<file path="src/rbd_pkg.sv">
// ----------------------------------------------------------------------------
// rbd_pkg: shared types and constants of the 2x2 box downsampler
// Channel widths, geometry limits, register indexes and the lane control group.
// ----------------------------------------------------------------------------
package rbd_pkg;

  // pixel format
  localparam int CH_BITS    = 8;
  localparam int LANE_BITS  = 9;
  localparam int NUM_LANES  = 4;
  localparam int PIX_BITS   = CH_BITS * NUM_LANES;

  // geometry
  localparam int CFG_W             = 13;
  localparam int CFG_IDX_W         = 1;
  localparam int HEIGHT_LIMIT      = 4096;
  localparam int ROW_W             = 12;
  localparam int DEFAULT_MAX_WIDTH = 4096;

  // configuration register indexes
  typedef enum logic [CFG_IDX_W-1:0] {
    REG_SRC_WIDTH  = 1'b0,
    REG_SRC_HEIGHT = 1'b1
  } cfg_reg_t;

  // control group from the sequencer to every channel lane
  typedef struct packed {
    logic acc_load;  // capture even-column pixel
    logic a_load;    // advance stage a (pair sum register)
    logic b_load;    // advance stage b (output register)
    logic w_one;     // single-column source: pixel pairs with itself
    logic use_mem;   // stage a item takes its upper pair from the line store
  } lane_ctrl_t;

endpackage

</file>
<file path="src/rbd_lane.sv">
// ----------------------------------------------------------------------------
// rbd_lane: one channel of the box filter
// Holds the even-column pixel, forms the horizontal pair sum, then adds the
// vertical partner and registers the truncated average.
// ----------------------------------------------------------------------------
module rbd_lane (
  input  logic                         clk,
  input  rbd_pkg::lane_ctrl_t          ctrl,
  input  logic [rbd_pkg::CH_BITS-1:0]  pix,
  input  logic [rbd_pkg::LANE_BITS-1:0] mem_pair,
  output logic [rbd_pkg::LANE_BITS-1:0] hsum,
  output logic [rbd_pkg::CH_BITS-1:0]  avg
);
  import rbd_pkg::*;

  logic [CH_BITS-1:0]   pair_acc_r;
  logic [LANE_BITS-1:0] hsum_a_r;
  logic [CH_BITS-1:0]   avg_r;
  logic [LANE_BITS-1:0] upper;
  logic [LANE_BITS:0]   box_sum;

  // horizontal pair sum
  assign hsum = {1'b0, pix} + {1'b0, (ctrl.w_one ? pix : pair_acc_r)};

  // vertical partner: line store or the same pair for a single-row source
  assign upper   = ctrl.use_mem ? mem_pair : hsum_a_r;
  assign box_sum = {1'b0, upper} + {1'b0, hsum_a_r};

  // payload registers
  always_ff @(posedge clk) begin
    if (ctrl.acc_load) begin
      pair_acc_r <= pix;
    end
    if (ctrl.a_load) begin
      hsum_a_r <= hsum;
    end
    if (ctrl.b_load) begin
      avg_r <= box_sum[LANE_BITS:2];
    end
  end

  assign avg = avg_r;

endmodule

</file>
<file path="config.mk">
export PLATFORM = sky130hd
export DESIGN_NAME = rbd_lane
export DESIGN_NICKNAME = d
export VERILOG_FILES = /design/src/rbd_pkg.sv /design/src/rbd_lane.sv
export SDC_FILE = /design/constraint.sdc
export NUM_CORES = 1
export LEC_CHECK = 0
export BUFFER_PORTS_ARGS = -buffer_cell sky130_fd_sc_hd__buf_2
export CAP_MARGIN = 10
export CORE_MARGIN = 5
export CORE_UTILIZATION = 35
export CTS_CLUSTER_SIZE = 8
export DETAILED_ROUTE_END_ITERATION = 16
export RECOVER_POWER = 25
export SLEW_MARGIN = 30
export SYNTH_ARGS = -nofsm -noshare
export SYNTH_HDL_FRONTEND = slang
export SYNTH_SLANG_ARGS = --single-unit
</file>
<file path="constraint.sdc">
create_clock -name clk -period 7.8 [get_ports clk]
set_clock_uncertainty 0.1 [all_clocks]
set_input_delay 1.56 -clock clk [delete_from_list [all_inputs] [get_ports clk]]
set_output_delay 1.56 -clock clk [all_outputs]
set_load 0.02 [all_outputs]
</file>
---- Yosys cells after proc, flatten, opt, wreduce, memory -nomap -nowiden ----
Cells that the tools add are included.
storage, ports and cells
  register bits after elaboration ......... 25
  input port bits ......................... 23
  output and inout port bits .............. 17
  logic and storage cells ................. 7
cells by class
  $add $sub $neg .......................... 2
  multiplexer cells ....................... 2
operators with widths
  kind                   number
  adder 9 x 9 -> 10 bit  1
  adder 8 x 8 -> 9 bit   1
  two-way mux 9 bit      1
  two-way mux 8 bit      1

---- Logic depth before layout (Yosys ltp) ----
Gate-level depths: netlist (run 1).
  depth in word-level cells ............... 2
  gate-level depth with buffers ........... 9
  gate-level depth less buffers ........... 8

---- Worst setup path after synthesis (run 1) ----
OpenSTA, ideal clock, no wires.
  path kind ............................... in2out
  start ................................... input port ctrl[1] (netlist bit)
  end ..................................... output port hsum[6] (netlist bit)
  data arrival time ....................... 3.691 ns
  data required time ...................... 6.140 ns
  setup slack ............................. 2.449 ns
  stages .................................. 9
  buffers on the path ..................... 1
  cells stage by stage .................... clkbuf_1 -> mux2_2 -> ha_1 -> fa_1 -> a21o_1 -> a21oi_2 -> nor2_1 -> a211oi_2 -> xnor2_1
on the way
  longest elaborated chain between the ends .. 2
ends and longest elaborated chain
  what                  RTL line        RTL
  start, declared       rbd_lane.sv:8   input rbd_pkg::lane_ctrl_t ctrl,
  two-way mux 8 bit     rbd_lane.sv:23  assign hsum = {1'b0, pix} + {1'b0, (ctrl.w_one ? pix : pair_acc_r)};
  adder 8 x 8 -> 9 bit  rbd_lane.sv:23
  end, declared         rbd_lane.sv:11  output logic [rbd_pkg::LANE_BITS-1:0] hsum,
Every way passes these cells.

---- Worst setup path in the final report (run 1) ----
Same ends and word-level chain as after synthesis.

==> results.toml, run 1 <==
[die]
io_pins = 40
rows = 24
die_height_um = 76.4
start_util = 0.357
die_x_um = 76.4
design.die.area_um2 = 5840
core_um2 = 4320

[clock_tree]
clk_latency_ps = 260
cts_num_sinks = 25
postCtsHoldBufs = 0
clk_path_buf_depth = 2
root_buffer = "clkbuf_8"
clk_transition_reported_paths_ps = 80
cts_tree = "built"
cts_max_level = 1
numCtsBuffers = 3
ctsResizeCount = 0
cts_setup_buffers = 0

[global_routing]
grt_max_degree = 14
grt_pass1_wl_um = 4680
antenna_found_initial = 0
first_global_vias = 1107
globalRouteOverflowTotal = 0
grt_usage = 0.0957

[timing]
slew_viol_final = 0
hold_violations = 0
tns_ps = 0
timing.final.crit_share = 0.697
timing.fmax_ghz = 0.184
rsz0062_at_grt = "no"
final.setup.worst_slack_ps = 2360
worst_hold_slack_ps = 583
worst_pin_slew_ps = 399
setup_violations = 0
min_period_ps = 5440
slew_headroom = 0.734

[synthesis]
netlist.area_leader.share = 0.486
syn_inst = 113
yosysUniqueCellTypes = 29
synth_seq_area_share = 0.486
yosys.area.top_type = "edfxtp_1"
avgSynthCellArea_um2 = 13.7
netlist_top_cells_area = "edfxtp_1 49%, ha_1 13%, mux2_2 12%"
ys_ff_latch = 25
synth_area_um2 = 1550
syn-num-nets = 153
ys_warn_count = 0

[routing]
drtIter0Drc = 20
drcViolationCount = 0
viasPerCell = 4.96
routedWlPerCell_um = 12.9
ant_nets = 0
wirelength_um = 2650
via_count = 1021
first_pass_iters = 4

[worst_setup_path]
critPathMostFrequentCell = "buf_2"
critPathCaptureType = "output port"
max_stage_delay_ps = 420
path_cells = "buf_2 > mux2_2 > ha_1 > fa_1 > a21o_1 > a21oi_2 > nor2_1 > a211oi_2 > xnor2_1 > buf_2"
start_kind = "input pin"
slowest_stage = "fa_1"
cp.required_ps = 6140
crit_family = "adder cells"
path_buf_inv = 2
worstSetupPathType = "input pin to output port"
worst-path-max-fanout = 8
critPathArrivalTime_ps = 3780

[power]
max-vdd-ir-drop_uv = 90.7
power.share.combinational = 0.412
power_density_nw_per_um2 = 247
clockPowerShare = 0.164
power_leakage_nw = 0.756
p_total_mw = 0.450
switching_share = 0.337
switching_power_mw = 0.152
p_seq_frac = 0.423
internal-power_mw = 0.298

[cells_and_area]
antenna_cells = 0
area_growth_pct = 18.1
drive_gt1_frac = 0.383
nets = 195

[place]
portBuffers = 39
dpl_worst_slack_ps = 2360
gp_congestion = 0.766
dp_hpwl_um = 2230

[job]
maxCapViolCount = 0

[outcome]
status = "completed"

[worst_hold_path]
min_path_type = "flip-flop to flip-flop"
## tightest hold or removal path, cell delays in order (launching register included)
cell and delay, ps:
edfxtp_1 360, ha_1 150, a21o_1 80
## cells by family after synthesis
| family | after synthesis | synth area share |
|---|---|---|
| AO/OA/AOI/OAI | 22 | 0.113 |
| XOR/XNOR | 13 | 0.0737 |
| adder cells (fa/ha/maj) | 17 | 0.143 |
| buffers and inverters | 3 | 0.0121 |
| flip-flops | 25 | 0.486 |
| multiplexers | 16 | 0.117 |
| AND/OR/NAND/NOR | 17 | 0.0567 |
## cell usage after synthesis
cell type	n
xor2_1	5
and3_1	1
edfxtp_1	25
a21o_1	4
o31ai_1	1
clkbuf_1	1
xnor2_1	8
a41oi_2	1
fa_1	1
inv_1	1
nor2_1	4
buf_6	1
nor3_1	4
mux2_2	16
a31oi_1	1
a21o_2	1
ha_1	16
nand2_1	4
a21oi_1	7
a211oi_2	1
or2_2	1
nand3_1	1
a21oi_2	1
a31oi_2	1
o21ai_2	2
nor2b_4	1
o21bai_2	1
nand4_1	1
o21bai_1	1
## per-stage QoR
step                      instance area [µm²]   util  std cells
after floorplan                          1550      -        113
after global placement                   1790  0.414        202
after detailed placement                 1790  0.414        202
after CTS                                1840  0.424        206
after global routing                     1820  0.422        206
final                                    1820  0.422        206
## state kept, by name (all words and copies together), names as in the netlist
signal	flops
hsum_a_r	9
avg	8
pair_acc_r	8
## power by group through the flow
stage	logic, mW	registers [mW]	clock network, mW
detailed placement	0.188	0.194	0
global placement	0.185	0.193	0
global route	0.207	0.193	0.0839
floorplan	0.120	0.213	0
CTS	0.189	0.191	0.0773
finish	0.186	0.190	0.0739
## final timing paths
kind,slack (ps),endpoint,cells past startpoint,startpoint
min,580,avg[7],2,hsum_a_r[8]
min reg2reg,580,avg[7],2,hsum_a_r[8]
max,2360,hsum[6],10,ctrl[1]
max reg2reg,5410,hsum_a_r[6],8,pair_acc_r[0]
## cells in the final DEF (no fill, tap or decap), types with 2 or more instances in the layout
cell,instances
a21oi_1,7
xnor2_1,8
buf_2,30
edfxtp_1,25
clkbuf_1,10
nand2_1,4
nor3_1,4
xor2_1,5
nor2_1,4
o21ai_2,2
a21o_1,4
clkbuf_8,3
ha_1,16
mux2_2,16
## layout make-up
| type | count | area [µm²] |
|---|---|---|
| Sequential cell | 25 | 751 |
| Tap cell | 52 | 65.1 |
| Timing Repair Buffer | 39 | 184 |
| Clock buffer | 4 | 45.0 |
| Inverter | 1 | 3.75 |
| Multi-Input combinational cell | 85 | 776 |
| Fill cell | 430 | 2500 |
## per-layer routing
metal,vias up,wire length (µm),GRT usage
met2,27,1360,0.178
met3,2,192,0.0355
met4,0,9,0.0262
li1,513,-,-
met5,-,0,0
met1,479,1090,0.0993
(Power assumes the default switching activity.)
==> run 2, diff against run 1 <==
- clock period: 7.8 -> 4.5 ns (I/O delays scaled with it)
==> run 2 against run 1 <==
  * Setup slack got worse by 2000 ps
  * First-iteration DRC count grew 40%
  * Critical path depth did not move
  * Clock-buffer cell count did not move
  * Highest routed layer unchanged
==> results.toml, run 2 (synthesis gave the netlist of run 1 again) <==
[die]
die_height_um = 76.4
die_x_um = 76.4
design.die.area_um2 = 5840
io_pins = 40
rows = 24
start_util = 0.357
core_um2 = 4320

[routing]
wirelength_um = 2620
via_count = 1013
viasPerCell = 4.92
top_layer = "met4"
drcViolationCount = 0
first_pass_iters = 4
drtIter0Drc = 28
wl_met2_um = 1320
met1_length_um = 1090
wl_met3_um = 201
routedWlPerCell_um = 12.7
ant_nets = 0

[clock_tree]
clk_transition_reported_paths_ps = 80
cts_setup_buffers = 0
clk_latency_ps = 260
cts_max_level = 1
root_buffer = "clkbuf_8"
cts_num_sinks = 25
numCtsBuffers = 3
clk_path_buf_depth = 2
cts_tree = "built"
ctsResizeCount = 0
postCtsHoldBufs = 0

[global_routing]
antenna_found_initial = 0
grt_max_degree = 14
first_global_vias = 1099
globalRouteOverflowTotal = 0
grt_pass1_wl_um = 4670
grt_usage = 0.0959

[worst_setup_path]
critPathArrivalTime_ps = 3110
worst-path-max-fanout = 8
critPathCaptureType = "output port"
worstSetupPathType = "input pin to output port"
start_kind = "input pin"
cp.required_ps = 3500

[cells_and_area]
antenna_cells = 0
final_cell_mix = "30 x buf_2, 25 x edfxtp_1, 16 x mux2_2, 16 x ha_1, 10 x clkbuf_1"
area_growth_pct = 18.1
final_common_cell = "buf_2"
top_register = "hsum_a_r"
largest_reg_flops = 9
fill_cells = 431
nets = 195
drive_gt1_frac = 0.383

[outcome]
status = "completed"

[timing]
worst_pin_slew_ps = 392
slew_headroom = 0.739
timing.fmax_ghz = 0.244
hold_violations = 0
slew_viol_final = 0
rsz0062_at_grt = "no"
tns_ps = 0
timing.final.crit_share = 0.913
min_period_ps = 4110
setup_violations = 0

[place]
dp_hpwl_um = 2220
portBuffers = 39
gp_congestion = 0.765

[power]
max-vdd-ir-drop_uv = 164
p_total_mw = 0.779
power_leakage_nw = 0.756
power_density_nw_per_um2 = 427

[job]
maxCapViolCount = 0

[worst_hold_path]
min_path_type = "flip-flop to flip-flop"
-- run 2: cell counts in the layout (fill, tap and decap cells not counted) --
Identical to the previous run, type by type.
-- run 2: layout make-up --
class	count	area (µm²)	share of cell area
Sequential cell	25	751	0.412
Multi-Input combinational cell	85	776	0.425
Clock buffer	4	45.0	0.0247
Tap cell	52	65.1	0.0357
Inverter	1	3.75	0.00206
Timing Repair Buffer	39	184	0.101
-- run 2: layer usage --
metal | track usage | up-vias
li1 | - | 515
met1 | 0.103 | 467
met2 | 0.175 | 29
met3 | 0.0355 | 2
met4 | 0.0262 | 0
met5 | 0 | -
-- run 2: power breakdown --
group	internal [mW]	switching, mW
Clock	0.0631	0.0650
Combinational	0.135	0.186
Sequential	0.319	0.0115
-- run 2: final timing paths --
| kind | slack [ps] | start | depth (start not counted) | to |
|---|---|---|---|---|
| setup reg to reg | 2110 | pair_acc_r[0] | 8 | hsum_a_r[6] |
| setup / recovery | 390 | ctrl[1] | 10 | hsum[6] |
| hold / removal | 580 | hsum_a_r[8] | 2 | avg[7] |
| hold reg to reg | 580 | hsum_a_r[8] | 2 | avg[7] |
-- run 2: worst max-delay path, cell delays in order --
cell and delay, ps:
buf_2 180, mux2_2 360, ha_1 210, fa_1 410
a21o_1 210, a21oi_2 170, nor2_1 90, a211oi_2 230
xnor2_1 160, buf_2 190
-- run 2: stage by stage --
| step | area (µm²) | instances | utilization | hold slack, ps | setup slack (ps) |
|---|---|---|---|---|---|
| global route | 1820 | 206 | 0.422 | 627 | 250 |
| finish | 1820 | 206 | 0.422 | 583 | 394 |
| CTS | 1840 | 206 | 0.424 | 594 | 375 |
| floorplan | 1550 | 113 | - | 532 | 469 |
| detailed placement | 1790 | 202 | 0.414 | 577 | 376 |
| global placement | 1790 | 202 | 0.414 | 569 | 418 |
==> run 3, diff against run 2 <==
- MAX_ROUTING_LAYER: unset -> met4
==> run 3 against run 2 <==
  * Register-to-register slack barely moved
  * Non-clock buffer count did not move
  * Highest routed layer unchanged
  * Core utilization did not move
  * Critical path type unchanged
  * Critical path depth did not move
  * Critical endpoint unchanged
  * First-iteration DRC count rose by 29%
  * Sequential share of layout area did not move
  * Total power barely moved
  * Clock power barely moved
  * Design area did not move
==> results.toml, run 3 (synthesis gave the netlist of run 1 again) <==
[global_routing]
antenna_found_initial = 0
first_global_vias = 1098
grt_usage = 0.0989
globalRouteOverflowTotal = 0
grt_pass1_wl_um = 4690
grt_max_degree = 14

[die]
design.die.area_um2 = 5840
start_util = 0.357
core_um2 = 4320
rows = 24
io_pins = 40
die_height_um = 76.4
die_x_um = 76.4

[worst_setup_path]
worstSetupPathType = "input pin to output port"
critPathArrivalTime_ps = 3110
critPathCaptureType = "output port"
worst-path-max-fanout = 8
start_kind = "input pin"
cp.required_ps = 3500

[cells_and_area]
largest_reg_flops = 9
antenna_cells = 0
drive_gt1_frac = 0.383
final_common_cell = "buf_2"
nets = 195
top_register = "hsum_a_r"
final_cell_mix = "30 x buf_2, 25 x edfxtp_1, 16 x mux2_2, 16 x ha_1, 10 x clkbuf_1"
area_growth_pct = 18.1

[clock_tree]
root_buffer = "clkbuf_8"
numCtsBuffers = 3
cts_tree = "built"
cts_max_level = 1
cts_setup_buffers = 0
clk_path_buf_depth = 2
ctsResizeCount = 0
postCtsHoldBufs = 0
clk_transition_reported_paths_ps = 80
clk_latency_ps = 260
cts_num_sinks = 25

[place]
dp_hpwl_um = 2220
portBuffers = 39
gp_congestion = 0.776

[routing]
via_count = 1011
drtIter0Drc = 36
first_pass_iters = 4
viasPerCell = 4.91
wirelength_um = 2630
ant_nets = 0
drcViolationCount = 0
routedWlPerCell_um = 12.8

[job]
maxCapViolCount = 0

[timing]
tns_ps = 0
worst_pin_slew_ps = 392
timing.fmax_ghz = 0.244
rsz0062_at_grt = "no"
slew_viol_final = 0
slew_headroom = 0.739
timing.final.crit_share = 0.913
min_period_ps = 4110
setup_violations = 0
hold_violations = 0

[outcome]
status = "completed"

[power]
power_density_nw_per_um2 = 427
max-vdd-ir-drop_uv = 164
p_seq_frac = 0.424
clockPowerShare = 0.164
power_leakage_nw = 0.756
p_total_mw = 0.779
power.share.combinational = 0.412
switching_power_mw = 0.262
internal-power_mw = 0.517
switching_share = 0.336

[worst_hold_path]
min_path_type = "flip-flop to flip-flop"
## run 3: cell counts in the layout (fill, tap and decap cells not counted)
Identical to the previous run, type by type.
## run 3: metrics by stage
| step | cell area, µm² | cells | worst slack, ps | utilization | hold slack (ps) |
|---|---|---|---|---|---|
| after floorplan | 1550 | 113 | 469 | - | 532 |
| after global placement | 1790 | 202 | 418 | 0.414 | 569 |
| after detailed placement | 1790 | 202 | 376 | 0.414 | 577 |
| after CTS | 1840 | 206 | 375 | 0.424 | 594 |
| after global routing | 1820 | 206 | 250 | 0.422 | 627 |
| final | 1820 | 206 | 394 | 0.422 | 583 |
## run 3: power by group through the flow
| stage | clock (mW) | combinational [mW] | sequential (mW) |
|---|---|---|---|
| finish | 0.128 | 0.321 | 0.330 |
| global route | 0.145 | 0.358 | 0.334 |
| CTS | 0.134 | 0.326 | 0.331 |
| detailed placement | 0 | 0.325 | 0.336 |
| global placement | 0 | 0.320 | 0.335 |
| floorplan | 0 | 0.208 | 0.368 |
## run 3: critical path, stage by stage
cell and delay, ps:
buf_2 180, mux2_2 360, ha_1 210, fa_1 410, a21o_1 210, a21oi_2 170
nor2_1 90, a211oi_2 230, xnor2_1 160, buf_2 190
## run 3: area by class of cell
class	count	area, µm²
Tap cell	52	65.1
Sequential cell	25	751
Inverter	1	3.75
Multi-Input combinational cell	85	776
Clock buffer	4	45.0
Fill cell	431	2500
Timing Repair Buffer	39	184
## run 3: metal layers
metal  GRT usage  vias up  share of wire
met5           -        -              0
met4      0.0262        0         0.0034
met3      0.0331        2          0.070
met2       0.175       29           0.50
met1       0.105      465           0.43
li1            -      515              -
## run 3: path summary, 6_finish.rpt
kind         slack (ps)     startpoint          end  cells past startpoint
max                 390        ctrl[1]      hsum[6]                     10
min                 580    hsum_a_r[8]       avg[7]                      2
max reg2reg        2110  pair_acc_r[0]  hsum_a_r[6]                      8
min reg2reg         580    hsum_a_r[8]       avg[7]                      2
